`src/rtl/lbp_pkg.sv`:
```
// ----------------------------------------------------------------------------
// lbp_pkg
// Shared widths, defaults and operation codes of the LSB-first bit packer.
// ----------------------------------------------------------------------------
package lbp_pkg;

	localparam int unsigned DEFAULT_BUFFER_DEPTH = 16;

	localparam int unsigned OP_W    = 1;
	localparam int unsigned COUNT_W = 7;
	localparam int unsigned VALUE_W = 64;
	localparam int unsigned BYTE_W  = 8;
	localparam int unsigned SPACE_W = 8;

	localparam int unsigned MAX_COUNT = 64;

	localparam logic [OP_W-1:0] OP_APPEND = 1'b0;
	localparam logic [OP_W-1:0] OP_FLUSH  = 1'b1;

endpackage

```
`src/rtl/lbp_in_if.sv`:
```
// ----------------------------------------------------------------------------
// lbp_in_if
// Input channel of the bit packer: operation, bit count and field value.
// ----------------------------------------------------------------------------
interface lbp_in_if;

	logic                             valid;
	logic                             ready;
	logic [lbp_pkg::OP_W-1:0]         op;
	logic [lbp_pkg::COUNT_W-1:0]      bit_count;
	logic [lbp_pkg::VALUE_W-1:0]      field_value;

	modport source (output valid, output op, output bit_count, output field_value,
		input ready);
	modport sink (input valid, input op, input bit_count, input field_value,
		output ready);

endinterface

```
`src/rtl/lbp_out_if.sv`:
```
// ----------------------------------------------------------------------------
// lbp_out_if
// Output channel of the bit packer: emitted byte, free space and last mark.
// ----------------------------------------------------------------------------
interface lbp_out_if;

	logic                             valid;
	logic                             ready;
	logic                             byte_valid;
	logic [lbp_pkg::BYTE_W-1:0]       out_byte;
	logic [lbp_pkg::SPACE_W-1:0]      space_bits;
	logic                             last;

	modport source (output valid, output byte_valid, output out_byte, output space_bits,
		output last, input ready);
	modport sink (input valid, input byte_valid, input out_byte, input space_bits,
		input last, output ready);

endinterface

```
`src/rtl/lsb_first_bit_packer.sv`:
```
// ----------------------------------------------------------------------------
// lsb_first_bit_packer
// Packs variable-width fields LSB first into a circular byte ring.
// ----------------------------------------------------------------------------
// One item is handled at a time; in_ch.ready is high only while idle. An
// append works through the bytes it touches one at a time (up to nine for
// 64 bits), since one shared insert unit merges at most one byte's worth of
// bits per cycle while packing. When the ring wraps, or on a flush, the
// complete bytes are copied out of the ring memory at one byte per cycle,
// through its single read port. A final state then sets the free space, and
// each result needs an emit buffer read, then the output register, plus any
// stall on out_ch. Every item gives at least one result, the last one marked
// with last; an item that emits no byte gives one result with byte_valid low.
// ----------------------------------------------------------------------------
module lsb_first_bit_packer #(
	parameter int unsigned BUFFER_DEPTH = lbp_pkg::DEFAULT_BUFFER_DEPTH
) (
	input  logic        clk,
	input  logic        arst_n,
	lbp_in_if.sink      in_ch,
	lbp_out_if.source   out_ch
);

	localparam int unsigned IW = $clog2(BUFFER_DEPTH);
	localparam int unsigned EW = $clog2(BUFFER_DEPTH + 1);
	localparam int unsigned SW = (IW + 4 > 9) ? IW + 4 : 9;
	localparam logic [IW-1:0] LAST_SLOT = IW'(BUFFER_DEPTH - 1);
	localparam logic [EW-1:0] EMIT_CAP  = EW'(BUFFER_DEPTH);
	localparam logic [IW:0]   DEPTH_W   = (IW+1)'(BUFFER_DEPTH);
	localparam logic [lbp_pkg::COUNT_W-1:0] COUNT_CAP = lbp_pkg::COUNT_W'(lbp_pkg::MAX_COUNT);

	typedef enum logic [2:0] {
		S_IDLE,
		S_PACK,
		S_DRAIN,
		S_FINAL,
		S_FETCH,
		S_SHOW
	} state_t;

	state_t                          state_q;
	logic [IW-1:0]                   write_q;
	logic [IW-1:0]                   read_q;
	logic [3:0]                      bits_q;
	logic [lbp_pkg::COUNT_W-1:0]     n_q;
	logic                            from_pack_q;
	logic [EW-1:0]                   ecount_q;
	logic [IW-1:0]                   oidx_q;
	logic                            bvalid_q;
	logic                            last_q;
	logic [lbp_pkg::SPACE_W-1:0]     space_q;
	logic [7:0]                      cur_q;
	logic [lbp_pkg::VALUE_W-1:0]     val_q;
	logic                            rd_vld_s1;
	logic [7:0]                      rd_byte_s1;
	logic [7:0]                      ebuf_rd_q;

	logic [7:0]                      ring_mem [BUFFER_DEPTH];
	logic [7:0]                      ebuf_mem [BUFFER_DEPTH];

	logic                            in_xfer;
	logic [IW-1:0]                   nxt_write;
	logic [IW-1:0]                   nxt_read;
	logic [3:0]                      take;
	logic [2:0]                      shift;
	logic [8:0]                      ones;
	logic [7:0]                      mask8;
	logic [7:0]                      byte_next;
	logic [lbp_pkg::COUNT_W-1:0]     n_next;
	logic [3:0]                      bits_next;
	logic [IW:0]                     free_slots;
	logic [SW-1:0]                   space_wide;
	logic [lbp_pkg::SPACE_W-1:0]     space_sat;
	logic                            drain_rd;

	assign in_xfer   = in_ch.valid && (state_q == S_IDLE);
	assign nxt_write = (write_q == LAST_SLOT) ? '0 : write_q + 1'b1;
	assign nxt_read  = (read_q == LAST_SLOT) ? '0 : read_q + 1'b1;

	assign take      = (n_q >= lbp_pkg::COUNT_W'(bits_q)) ? bits_q : n_q[3:0];
	assign shift     = 3'(4'd8 - bits_q);
	assign ones      = (9'd1 << take) - 9'd1;
	assign mask8     = ones[7:0] << shift;
	assign byte_next = (cur_q & ~mask8) | ((val_q[7:0] << shift) & mask8);
	assign n_next    = n_q - lbp_pkg::COUNT_W'(take);
	assign bits_next = bits_q - take;

	assign free_slots = (read_q > write_q) ? {1'b0, read_q} - {1'b0, write_q} - 1'b1
		: {1'b0, read_q} + DEPTH_W - {1'b0, write_q} - 1'b1;
	assign space_wide = SW'(bits_q) + SW'({free_slots, 3'b000});
	assign space_sat  = (space_wide > SW'(255)) ? 8'hFF : space_wide[7:0];

	assign drain_rd = (state_q == S_DRAIN) && (read_q != write_q);

	assign in_ch.ready       = (state_q == S_IDLE);
	assign out_ch.valid      = (state_q == S_SHOW);
	assign out_ch.byte_valid = bvalid_q;
	assign out_ch.out_byte   = ebuf_rd_q & {8{bvalid_q}};
	assign out_ch.space_bits = space_q;
	assign out_ch.last       = last_q;

	always_ff @(posedge clk or negedge arst_n) begin
		if (!arst_n) begin
			state_q     <= S_IDLE;
			write_q     <= '0;
			read_q      <= '0;
			bits_q      <= 4'd8;
			n_q         <= '0;
			from_pack_q <= 1'b0;
			ecount_q    <= '0;
			oidx_q      <= '0;
			bvalid_q    <= 1'b0;
			last_q      <= 1'b0;
			space_q     <= '0;
			rd_vld_s1   <= 1'b0;
		end else begin
			rd_vld_s1 <= drain_rd;
			if (rd_vld_s1 && (ecount_q < EMIT_CAP)) begin
				ecount_q <= ecount_q + 1'b1;
			end
			case (state_q)
				S_IDLE: begin
					if (in_ch.valid) begin
						ecount_q <= '0;
						oidx_q   <= '0;
						if (in_ch.op == lbp_pkg::OP_FLUSH) begin
							from_pack_q <= 1'b0;
							state_q     <= S_DRAIN;
						end else begin
							n_q <= (in_ch.bit_count > COUNT_CAP) ? COUNT_CAP
								: in_ch.bit_count;
							state_q <= (in_ch.bit_count == '0) ? S_FINAL : S_PACK;
						end
					end
				end
				S_PACK: begin
					n_q    <= n_next;
					bits_q <= (bits_next == 4'd0) ? 4'd8 : bits_next;
					if (bits_next == 4'd0 && nxt_write == read_q) begin
						from_pack_q <= 1'b1;
						state_q     <= S_DRAIN;
					end else begin
						if (bits_next == 4'd0) begin
							write_q <= nxt_write;
						end
						if (n_next == '0) begin
							state_q <= S_FINAL;
						end
					end
				end
				S_DRAIN: begin
					if (read_q != write_q) begin
						read_q <= nxt_read;
					end else begin
						if (from_pack_q) begin
							write_q <= nxt_write;
						end
						state_q <= (from_pack_q && n_q != '0) ? S_PACK : S_FINAL;
					end
				end
				S_FINAL: begin
					space_q <= space_sat;
					state_q <= S_FETCH;
				end
				S_FETCH: begin
					bvalid_q <= (ecount_q != '0);
					last_q   <= (ecount_q == '0) || (EW'(oidx_q) + 1'b1 == ecount_q);
					state_q  <= S_SHOW;
				end
				S_SHOW: begin
					if (out_ch.ready) begin
						if (last_q) begin
							state_q <= S_IDLE;
						end else begin
							oidx_q  <= oidx_q + 1'b1;
							state_q <= S_FETCH;
						end
					end
				end
				default: begin
					state_q <= S_IDLE;
				end
			endcase
		end
	end

	always_ff @(posedge clk) begin
		if (in_xfer) begin
			val_q <= in_ch.field_value;
		end else if (state_q == S_PACK) begin
			val_q <= val_q >> take;
		end
		if (state_q == S_PACK) begin
			cur_q <= byte_next;
		end
	end

	always_ff @(posedge clk) begin
		if (state_q == S_PACK && bits_next == 4'd0) begin
			ring_mem[write_q] <= byte_next;
		end
		rd_byte_s1 <= ring_mem[read_q];
	end

	always_ff @(posedge clk) begin
		if (rd_vld_s1 && (ecount_q < EMIT_CAP)) begin
			ebuf_mem[ecount_q[IW-1:0]] <= rd_byte_s1;
		end
		ebuf_rd_q <= ebuf_mem[oidx_q];
	end

endmodule

```
`src/flat_wrapper.sv`:
```
// flat-port wrapper written by rule: the top's interface ports become plain ports
module lsb_first_bit_packer_flat 
#(
	parameter int unsigned BUFFER_DEPTH = lbp_pkg::DEFAULT_BUFFER_DEPTH
)
  (clk, arst_n, in_ch_valid, in_ch_op, in_ch_bit_count, in_ch_field_value, in_ch_ready, out_ch_valid, out_ch_byte_valid, out_ch_out_byte, out_ch_space_bits, out_ch_last, out_ch_ready);
  lbp_in_if in_ch_i ();
  lbp_out_if out_ch_i ();
  input  logic clk;
  input  logic arst_n;
  input wire logic [$bits(in_ch_i.valid)-1:0] in_ch_valid;
  input wire logic [$bits(in_ch_i.op)-1:0] in_ch_op;
  input wire logic [$bits(in_ch_i.bit_count)-1:0] in_ch_bit_count;
  input wire logic [$bits(in_ch_i.field_value)-1:0] in_ch_field_value;
  output wire logic [$bits(in_ch_i.ready)-1:0] in_ch_ready;
  output wire logic [$bits(out_ch_i.valid)-1:0] out_ch_valid;
  output wire logic [$bits(out_ch_i.byte_valid)-1:0] out_ch_byte_valid;
  output wire logic [$bits(out_ch_i.out_byte)-1:0] out_ch_out_byte;
  output wire logic [$bits(out_ch_i.space_bits)-1:0] out_ch_space_bits;
  output wire logic [$bits(out_ch_i.last)-1:0] out_ch_last;
  input wire logic [$bits(out_ch_i.ready)-1:0] out_ch_ready;
  assign in_ch_i.valid = in_ch_valid;
  assign in_ch_i.op = in_ch_op;
  assign in_ch_i.bit_count = in_ch_bit_count;
  assign in_ch_i.field_value = in_ch_field_value;
  assign in_ch_ready = in_ch_i.ready;
  assign out_ch_valid = out_ch_i.valid;
  assign out_ch_byte_valid = out_ch_i.byte_valid;
  assign out_ch_out_byte = out_ch_i.out_byte;
  assign out_ch_space_bits = out_ch_i.space_bits;
  assign out_ch_last = out_ch_i.last;
  assign out_ch_i.ready = out_ch_ready;
  lsb_first_bit_packer #(.BUFFER_DEPTH(BUFFER_DEPTH)) u_core (.clk(clk), .arst_n(arst_n), .in_ch(in_ch_i), .out_ch(out_ch_i));
endmodule
```
`config.mk`:
```
export PLATFORM = sky130hd
export DESIGN_NAME = lsb_first_bit_packer_flat
export DESIGN_NICKNAME = d
export VERILOG_FILES = /design/src/rtl/lbp_pkg.sv /design/src/rtl/lbp_in_if.sv /design/src/rtl/lbp_out_if.sv /design/src/rtl/lsb_first_bit_packer.sv /design/src/flat_wrapper.sv
export SDC_FILE = /design/constraint.sdc
export NUM_CORES = 1
export LEC_CHECK = 0
export ABC_AREA = 1
export BUFFER_PORTS_ARGS = -buffer_cell sky130_fd_sc_hd__buf_2
export CORE_MARGIN = 1
export CORE_UTILIZATION = 35
export CTS_BUF_LIST = sky130_fd_sc_hd__clkbuf_8
export DETAILED_ROUTE_END_ITERATION = 8
export HOLD_SLACK_MARGIN = 0.06
export PLACE_DENSITY = 0.51
export SLEW_MARGIN = 0
export SYNTH_ARGS = -nofsm -noshare
export SYNTH_HDL_FRONTEND = slang
export SYNTH_SLANG_ARGS = --single-unit
```
`constraint.sdc`:
```
create_clock -name clk -period 12 [get_ports clk]
set_clock_uncertainty 0.2 [all_clocks]
set_input_delay 0 -clock clk [delete_from_list [all_inputs] [get_ports clk]]
set_output_delay 0 -clock clk [all_outputs]
set_load 0.01 [all_outputs]
```
==> results.sh, run 1 <==
export IMPL_run_status="finished, final reports clean"
export IMPL_critPathArrivalTime_ns=5.56
export IMPL_avg_wl_per_cell_um=19.2
export IMPL_critical_path_cell_chain="ha_1, nand2_1, nor2_1, nor2_2, nand2_2, nand2_1, o21ai_4, buf_4, nand2_1, nor2_1, inv_1, ha_1, inv_1, o21ai_2, nand2_1, nand2_1, nand2_1, nand3_1, nand2_1"
export IMPL_cts_htree_levels=3
export IMPL_tightest_pin_transition_ns=1.24
export IMPL_cts_repair_resized=0
export IMPL_routabilityCongestion=0.866
export IMPL_clock_sink_count=387
export IMPL_power_density_nw_per_um2=312
export IMPL_via_count_of_the_first_global_routing_pass=16200
export IMPL_finish_instance_area_um2=23800
export IMPL_timing_critical_path_to_type="flip-flop"
export IMPL_root_buffer="clkbuf_8"
export IMPL_post_cts_buffers=0
export IMPL_timing_critical_path_depth=19
export IMPL_synth_ff_type="edfxtp_1"
export IMPL_die_area_um2=57200
export IMPL_numPlacedInstances=2833
export IMPL_report_final_hold_viol_count=0
export IMPL_critical_path_n_buffers_inverters=3
export IMPL_area_growth_syn_to_layout_pct=20.8
export IMPL_fin_crit_ns=5.59
export IMPL_synth_edf_count=328
export IMPL_min_delay_path_class="in2reg"
export IMPL_die_span_in_x_um=239
export IMPL_post_route_worst_setup_slack_ns=6.41
export IMPL_synthesis_nets=2184
export IMPL_hold_buffers=159
export IMPL_delay_heaviest_family_cp="simple AND/OR/NAND/NOR gates"
export IMPL_core_area_um2=55300
export IMPL_synthesized_area_per_cell_um2=9.48
export IMPL_synthArstFlopShare_pct=11.1
export IMPL_path_class="reg2reg"
export IMPL_die_height_um=239
export IMPL_final_layout_size_suffix_gt1_share_pct=12.0
export IMPL_endpoint_required_time_on_the_critical_path_ns=11.97
export IMPL_slew_limit_headroom_pct=16.8
export IMPL_avgViaCountPerCell=5.26
export IMPL_layout_nets=2423
export IMPL_worst_setup_path_start_kind="flip-flop"
export IMPL_filler_cell_count=5393
export IMPL_synthTopCellsByArea="edfxtp_1 (50%), nand2_1 (7.1%), nand3_1 (6.0%), o21ai_0 (5.8%), dfrtp_1 (5.3%)"
export IMPL_cts_inserted_buffers=71
export IMPL_antenna_found_initial=1
export IMPL_critical_path_maximum_fanout=100
export IMPL_multi_input_area_um2=7520
export IMPL_post_synth_design_cell_area_um2=19700
export IMPL_irDropWorstVdd_v=0.000195
export IMPL_dominant_cell_by_count_in_the_synthesized_netlist="nand2_1"
export IMPL_setup_viol_count_final=0
export IMPL_detail_route_antenna_nets=0
export IMPL_drcViolationCount=0
export IMPL_syn_instance_count=2078
export IMPL_crit_path_max_incr_delay_ns=0.76
export IMPL_via_count=16400
export IMPL_finish_utilization_pct=43.0
export IMPL_non_filler_cells_final=3119
export IMPL_ios=96
export IMPL_crit_path_top_cell_by_count="nand2_1"
export IMPL_cts_max_path_buffers=3
export IMPL_yosysUniqueCellTypes=52
export IMPL_ff2ff_path_depth=19
export IMPL_min_delay_path_depth=4
export IMPL_first_pass_grt_wire_length_mm=92.8
export IMPL_ys_warn_count=0
export IMPL_sequential_cell_area_um2=11200
export IMPL_finalMaxSlewViolations=0
export IMPL_sequential_fraction_of_the_synthesis_area_pct=57.1
export IMPL_max_freq_mhz=179
export IMPL_rows=86
export IMPL_drt_first_iter_violations=1347
export IMPL_first_pass_iters=6
export IMPL_groute_usage_overall_pct=21.2
export IMPL_yosysTopAreaCell="edfxtp_1"
export IMPL_unrepaired_setup_endpoints_after_global_routing="no"
export IMPL_postSynthRegisterBits=387
export IMPL_port_buffers=95
export IMPL_grt_overflow=0
export IMPL_post_dp_cell_area_um2=20900
export IMPL_cts_clk_slew_worst_paths_ns=0.06
export IMPL_placement_setup_worst_slack_ns=6.56
export IMPL_clock_insertion_delay_worst_skew_ns=0.66
export IMPL_dpl_hpwl_mm=37.6
export IMPL_cts_tree="built"
export IMPL_synth_top_area_share_pct=50.0
export IMPL_static_leakage_power_nw=9.20
export IMPL_fraction_of_the_cycle_the_final_worst_path_needs_pct=46.6
export IMPL_setup_total_negative_slack_ns=0
export IMPL_critPathSlowestCell="buf_4"
export IMPL_netlist_top_cells_count="nand2_1 (375), edfxtp_1 (328), nand3_1 (236)"
export IMPL_max_cap_violations=0
export IMPL_grt_max_degree=101
export IMPL_floorplan_initialDensity_pct=35.6
export IMPL_wl_mm=59.9
-- sequential cells by signal (all words and copies together), names as in the netlist, 5 cells and up --
name                      flops
u_core.cur_q                  8
u_core.ebuf_mem             128
u_core.ebuf_rd_q              8
u_core.ecount_q               5
u_core.n_q                    7
u_core.out_ch.space_bits      8
u_core.rd_byte_s1             8
u_core.ring_mem             128
u_core.val_q                 64
-- worst paths after layout --
check                           slack [ns]                        start                           to
max in group asynchronous            11.06                       arst_n             u_core.oidx_q[0]
worst min-delay path                  0.14        in_ch_field_value[63]             u_core.val_q[63]
worst max register to register        6.41             u_core.bits_q[0]        u_core.ring_mem[1][7]
worst min register to register        0.30  u_core.out_ch.space_bits[6]  u_core.out_ch.space_bits[6]
min in group asynchronous             0.25                       arst_n             u_core.bits_q[3]
worst max-delay path                  6.41             u_core.bits_q[0]        u_core.ring_mem[1][7]
-- report_power, final --
group	leakage (nW)	total, mW	internal [mW]	switching, mW
clock network	0.751	1.15	0.597	0.556
logic	4.78	3.83	1.19	2.64
registers	3.68	2.44	2.19	0.246
-- metal layers --
metal  vias to the layer above  GRT usage [%]  routed length (um)  part of all wire, %
li1                       7886              -                   -                    -
met4                         0           7.50                1830                  3.1
met2                       469           34.1               27800                   46
met5                         -              0                   0                    0
met1                      7926           28.9               27500                   46
met3                       120           3.30                2790                  4.7
-- kinds of logic (layout without fill, tap and decap cells) --
| logic type | count (synthesis) | in the layout | share of synthesized area (%) |
|---|---|---|---|
| and+or+nand+nor | 907 | 907 | 20.4 |
| AOI/OAI and AO/OA | 482 | 482 | 14.6 |
| other | 0 | 1 | 0 |
| muxes | 7 | 7 | 0.356 |
| xor gates and xnor gates | 12 | 12 | 0.534 |
| buffers and inverters | 253 | 545 | 5.13 |
| DFF | 387 | 387 | 57.1 |
| adders and majority gates | 30 | 30 | 1.94 |
-- worst reg2reg max path, stage by stage (launching register included) --
cell and delay (ns):
dfrtp_1 0.70, ha_1 0.47, nand2_1 0.06, nor2_1 0.12
nor2_2 0.06, nand2_2 0.45, nand2_1 0.20, o21ai_4 0.09
buf_4 0.76, nand2_1 0.35, nor2_1 0.25, inv_1 0.10
ha_1 0.28, inv_1 0.05, o21ai_2 0.14, nand2_1 0.09
nand2_1 0.14, nand2_1 0.06, nand3_1 0.09, nand2_1 0.43
-- stage by stage --
step / power (mW) / hold WS, ns
6_report: 7.42 / 0.140
5_1_grt: 7.99 / 0.100
4_1_cts: 7.43 / 0.0699
3_5_place_dp: 6.17 / 0.0585
3_3_place_gp: 6.14 / 0.0567
2_1_floorplan: 4.94 / -0.496
-- cell usage in the layout, fill, tap and decap left out, drive strengths merged, types with 31 or more instances in the layout --
cell	synthesis	routed
edfxtp	328	328
buf	29	123
a21oi	77	77
inv	135	165
clkbuf	86	75
nand3	237	237
nand2	376	376
o211ai	76	76
o21ai	242	242
or2	86	86
dlygate4sd3	0	158
nor2	164	164
o22ai	31	31
dfrtp	42	42
-- cell type report --
cell class | count | area share [%]
Antenna cell | 1 | 0.0105
Clock buffer | 75 | 4.34
Clock inverter | 51 | 1.02
Inverter | 138 | 2.18
Multi-Input combinational cell | 1438 | 31.6
Sequential cell | 387 | 47.3
Tap cell | 748 | 3.93
Timing Repair Buffer | 281 | 9.62
(Power assumes the default switching activity.)
==> inputs of run 2 (changes only) <==
Clock period 12 ns to 5.5 ns, I/O delays scaled along.
==> run 2 against run 1 <==
  * Hold slack got worse by 0.031 ns
  * Register-to-register slack got worse by 5.6 ns
  * Cell count up 0.48%
  * Clock power up 140%
  * Critical path depth is 5 higher
  * Worst setup slack worse by 5.6 ns
  * Via count up 0.98%
  * Maximum frequency grew 20%
  * Die area unchanged
  * Count of clock-buffer cells in the layout up 7
  * Largest power group unchanged
==> results.sh, run 2 (synthesized netlist as in run 1, its figures left out) <==
export IMPL_die_span_in_x_um=239
export IMPL_antenna_found_initial=1
export IMPL_detail_route_antenna_nets=0
export IMPL_layout_cells_most_common_list="nand2_1 (374), edfxtp_1 (328), nand3_1 (236), o21ai_0 (227), nor2_1 (158)"
export IMPL_cts_max_path_buffers=3
export IMPL_drt_first_iter_violations=1344
export IMPL_cts_clk_slew_worst_paths_ns=0.06
export IMPL_beginning_of_the_worst_hold_path="in_ch_field_value[1]"
export IMPL_area_growth_syn_to_layout_pct=21.9
export IMPL_fin_crit_ns=4.67
export IMPL_critical_path_maximum_fanout=60
export IMPL_post_route_worst_setup_slack_ns=0.833
export IMPL_clock_sink_count=387
export IMPL_r2r_start="u_core.bits_q[2]"
export IMPL_endpoint_required_time_on_the_critical_path_ns=5.86
export IMPL_root_buffer="clkbuf_8"
export IMPL_whs_endpoint="u_core.val_q[1]"
export IMPL_path_class="reg2reg"
export IMPL_routabilityCongestion=0.875
export IMPL_run_status="finished, final reports clean"
export IMPL_finalMaxSlewViolations=0
export IMPL_worst_setup_path_start_kind="flip-flop"
export IMPL_setup_reg_to_reg_worst_slack_ns=0.83
export IMPL_dpl_hpwl_mm=38.4
export IMPL_min_delay_path_depth=4
export IMPL_mostFrequentLayoutCell="nand2_1"
export IMPL_static_leakage_power_nw=9.35
export IMPL_min_delay_path_class="in2reg"
export IMPL_setup_total_negative_slack_ns=0
export IMPL_max_cap_violations=0
export IMPL_floorplan_initialDensity_pct=35.6
export IMPL_critPathArrivalTime_ns=5.03
export IMPL_clock_insertion_delay_worst_skew_ns=0.64
export IMPL_slew_limit_headroom_pct=19.6
export IMPL_avg_wl_per_cell_um=19.3
export IMPL_cts_inserted_buffers=73
export IMPL_irDropWorstVdd_v=0.000370
export IMPL_core_area_um2=55300
export IMPL_die_area_um2=57200
export IMPL_drcViolationCount=0
export IMPL_placement_setup_worst_slack_ns=0.893
export IMPL_post_cts_buffers=0
export IMPL_first_pass_iters=5
export IMPL_grt_max_degree=97
export IMPL_grt_overflow=0
export IMPL_ios=96
export IMPL_setup_viol_count_final=0
export IMPL_regToRegEndpoint="u_core.state_q[2]"
export IMPL_via_count_of_the_first_global_routing_pass=16400
export IMPL_wl_mm=60.5
export IMPL_timing_critical_path_to_type="flip-flop"
export IMPL_report_final_hold_viol_count=0
export IMPL_ff2ff_path_depth=24
export IMPL_power_density_nw_per_um2=686
export IMPL_rows=86
export IMPL_cts_tree="built"
export IMPL_fraction_of_the_cycle_the_final_worst_path_needs_pct=84.8
export IMPL_first_pass_grt_wire_length_mm=94.3
export IMPL_layout_nets=2435
export IMPL_via_count=16600
export IMPL_groute_usage_overall_pct=21.4
export IMPL_unrepaired_setup_endpoints_after_global_routing="no"
export IMPL_die_height_um=239
export IMPL_final_layout_size_suffix_gt1_share_pct=13.0
export IMPL_avgViaCountPerCell=5.28
export IMPL_tightest_pin_transition_ns=1.20
export IMPL_port_buffers=95
export IMPL_cts_htree_levels=3
export IMPL_max_freq_mhz=214
export IMPL_filler_cell_count=5468
export IMPL_whs_ns=0.109
## run 2: critical path, cell delays in order, from the launching register on
cell	delay (ns)
dfrtp_1	0.42
inv_1	0.16
ha_1	0.34
nand2_1	0.06
nor2_1	0.14
nor2_2	0.06
nand2_2	0.43
nand2_1	0.18
o21ai_4	0.10
buf_4	0.50
ha_1	0.27
inv_1	0.07
ha_1	0.18
inv_1	0.05
nand2_1	0.08
nand3_1	0.17
nand2_1	0.07
nand2_1	0.06
nand2_1	0.06
nor2_1	0.11
nand2_1	0.07
nand2_1	0.11
nand3_1	0.09
nand2_1	0.07
dlygate4sd3_1	0.55
## run 2: metal layers
metal / global-route usage (%) / vias up / routed length, um
li1: - / 7909 / -
met5: 0 / - / 0
met4: 7.15 / 0 / 1500
met1: 28.6 / 8034 / 27400
met2: 35.3 / 506 / 28600
met3: 3.30 / 112 / 3030
## run 2: timing repair
action | in CTS | in global routing
gates resized for setup | 0 | 0
hold endpoints to repair | 129 | 0
hold buffers | 157 | 0
## run 2: area by class of cell
| cell class | count | area (um2) | area share, % |
|---|---|---|---|
| tap | 748 | 936 | 3.90 |
| antenna | 2 | 5.00 | 0.0208 |
| timing repair buffer | 291 | 2360 | 9.81 |
| sequential | 387 | 11200 | 46.8 |
| inverter | 138 | 518 | 2.16 |
| clock inverter | 48 | 308 | 1.28 |
| multi-input combinational | 1438 | 7520 | 31.3 |
| clock buffer | 82 | 1130 | 4.70 |
## run 2: how the worst max path moves through the flow
stage	slack [ns]	endpoint	from	cells past startpoint
finish	0.83	u_core.state_q[2]	u_core.bits_q[2]	24
global route	0.34	u_core.state_q[1]	u_core.bits_q[1]	24
floorplan	1.51	u_core.ring_mem[8][0]	u_core.bits_q[3]	19
detailed placement	0.89	u_core.ring_mem[11][4]	u_core.bits_q[2]	19
CTS	0.79	u_core.state_q[1]	u_core.bits_q[2]	24
global placement	1.01	u_core.ring_mem[9][5]	u_core.bits_q[3]	19
## run 2: power breakdown
part,internal [mW],switching [mW]
combinational,2.60,5.78
sequential,4.77,0.505
clock,1.55,1.25
## run 2: per-stage QoR
stage | total power, mW | std cells | area, um2 | util (%)
after global placement | 13.4 | 2845 | 21000 | 37.9
after CTS | 16.5 | 3132 | 24000 | 43.4
after global routing | 17.7 | 3133 | 24000 | 43.4
after floorplan | 10.8 | 2078 | 19700 | -
final | 16.5 | 3134 | 24000 | 43.4
after detailed placement | 13.4 | 2845 | 21000 | 37.9
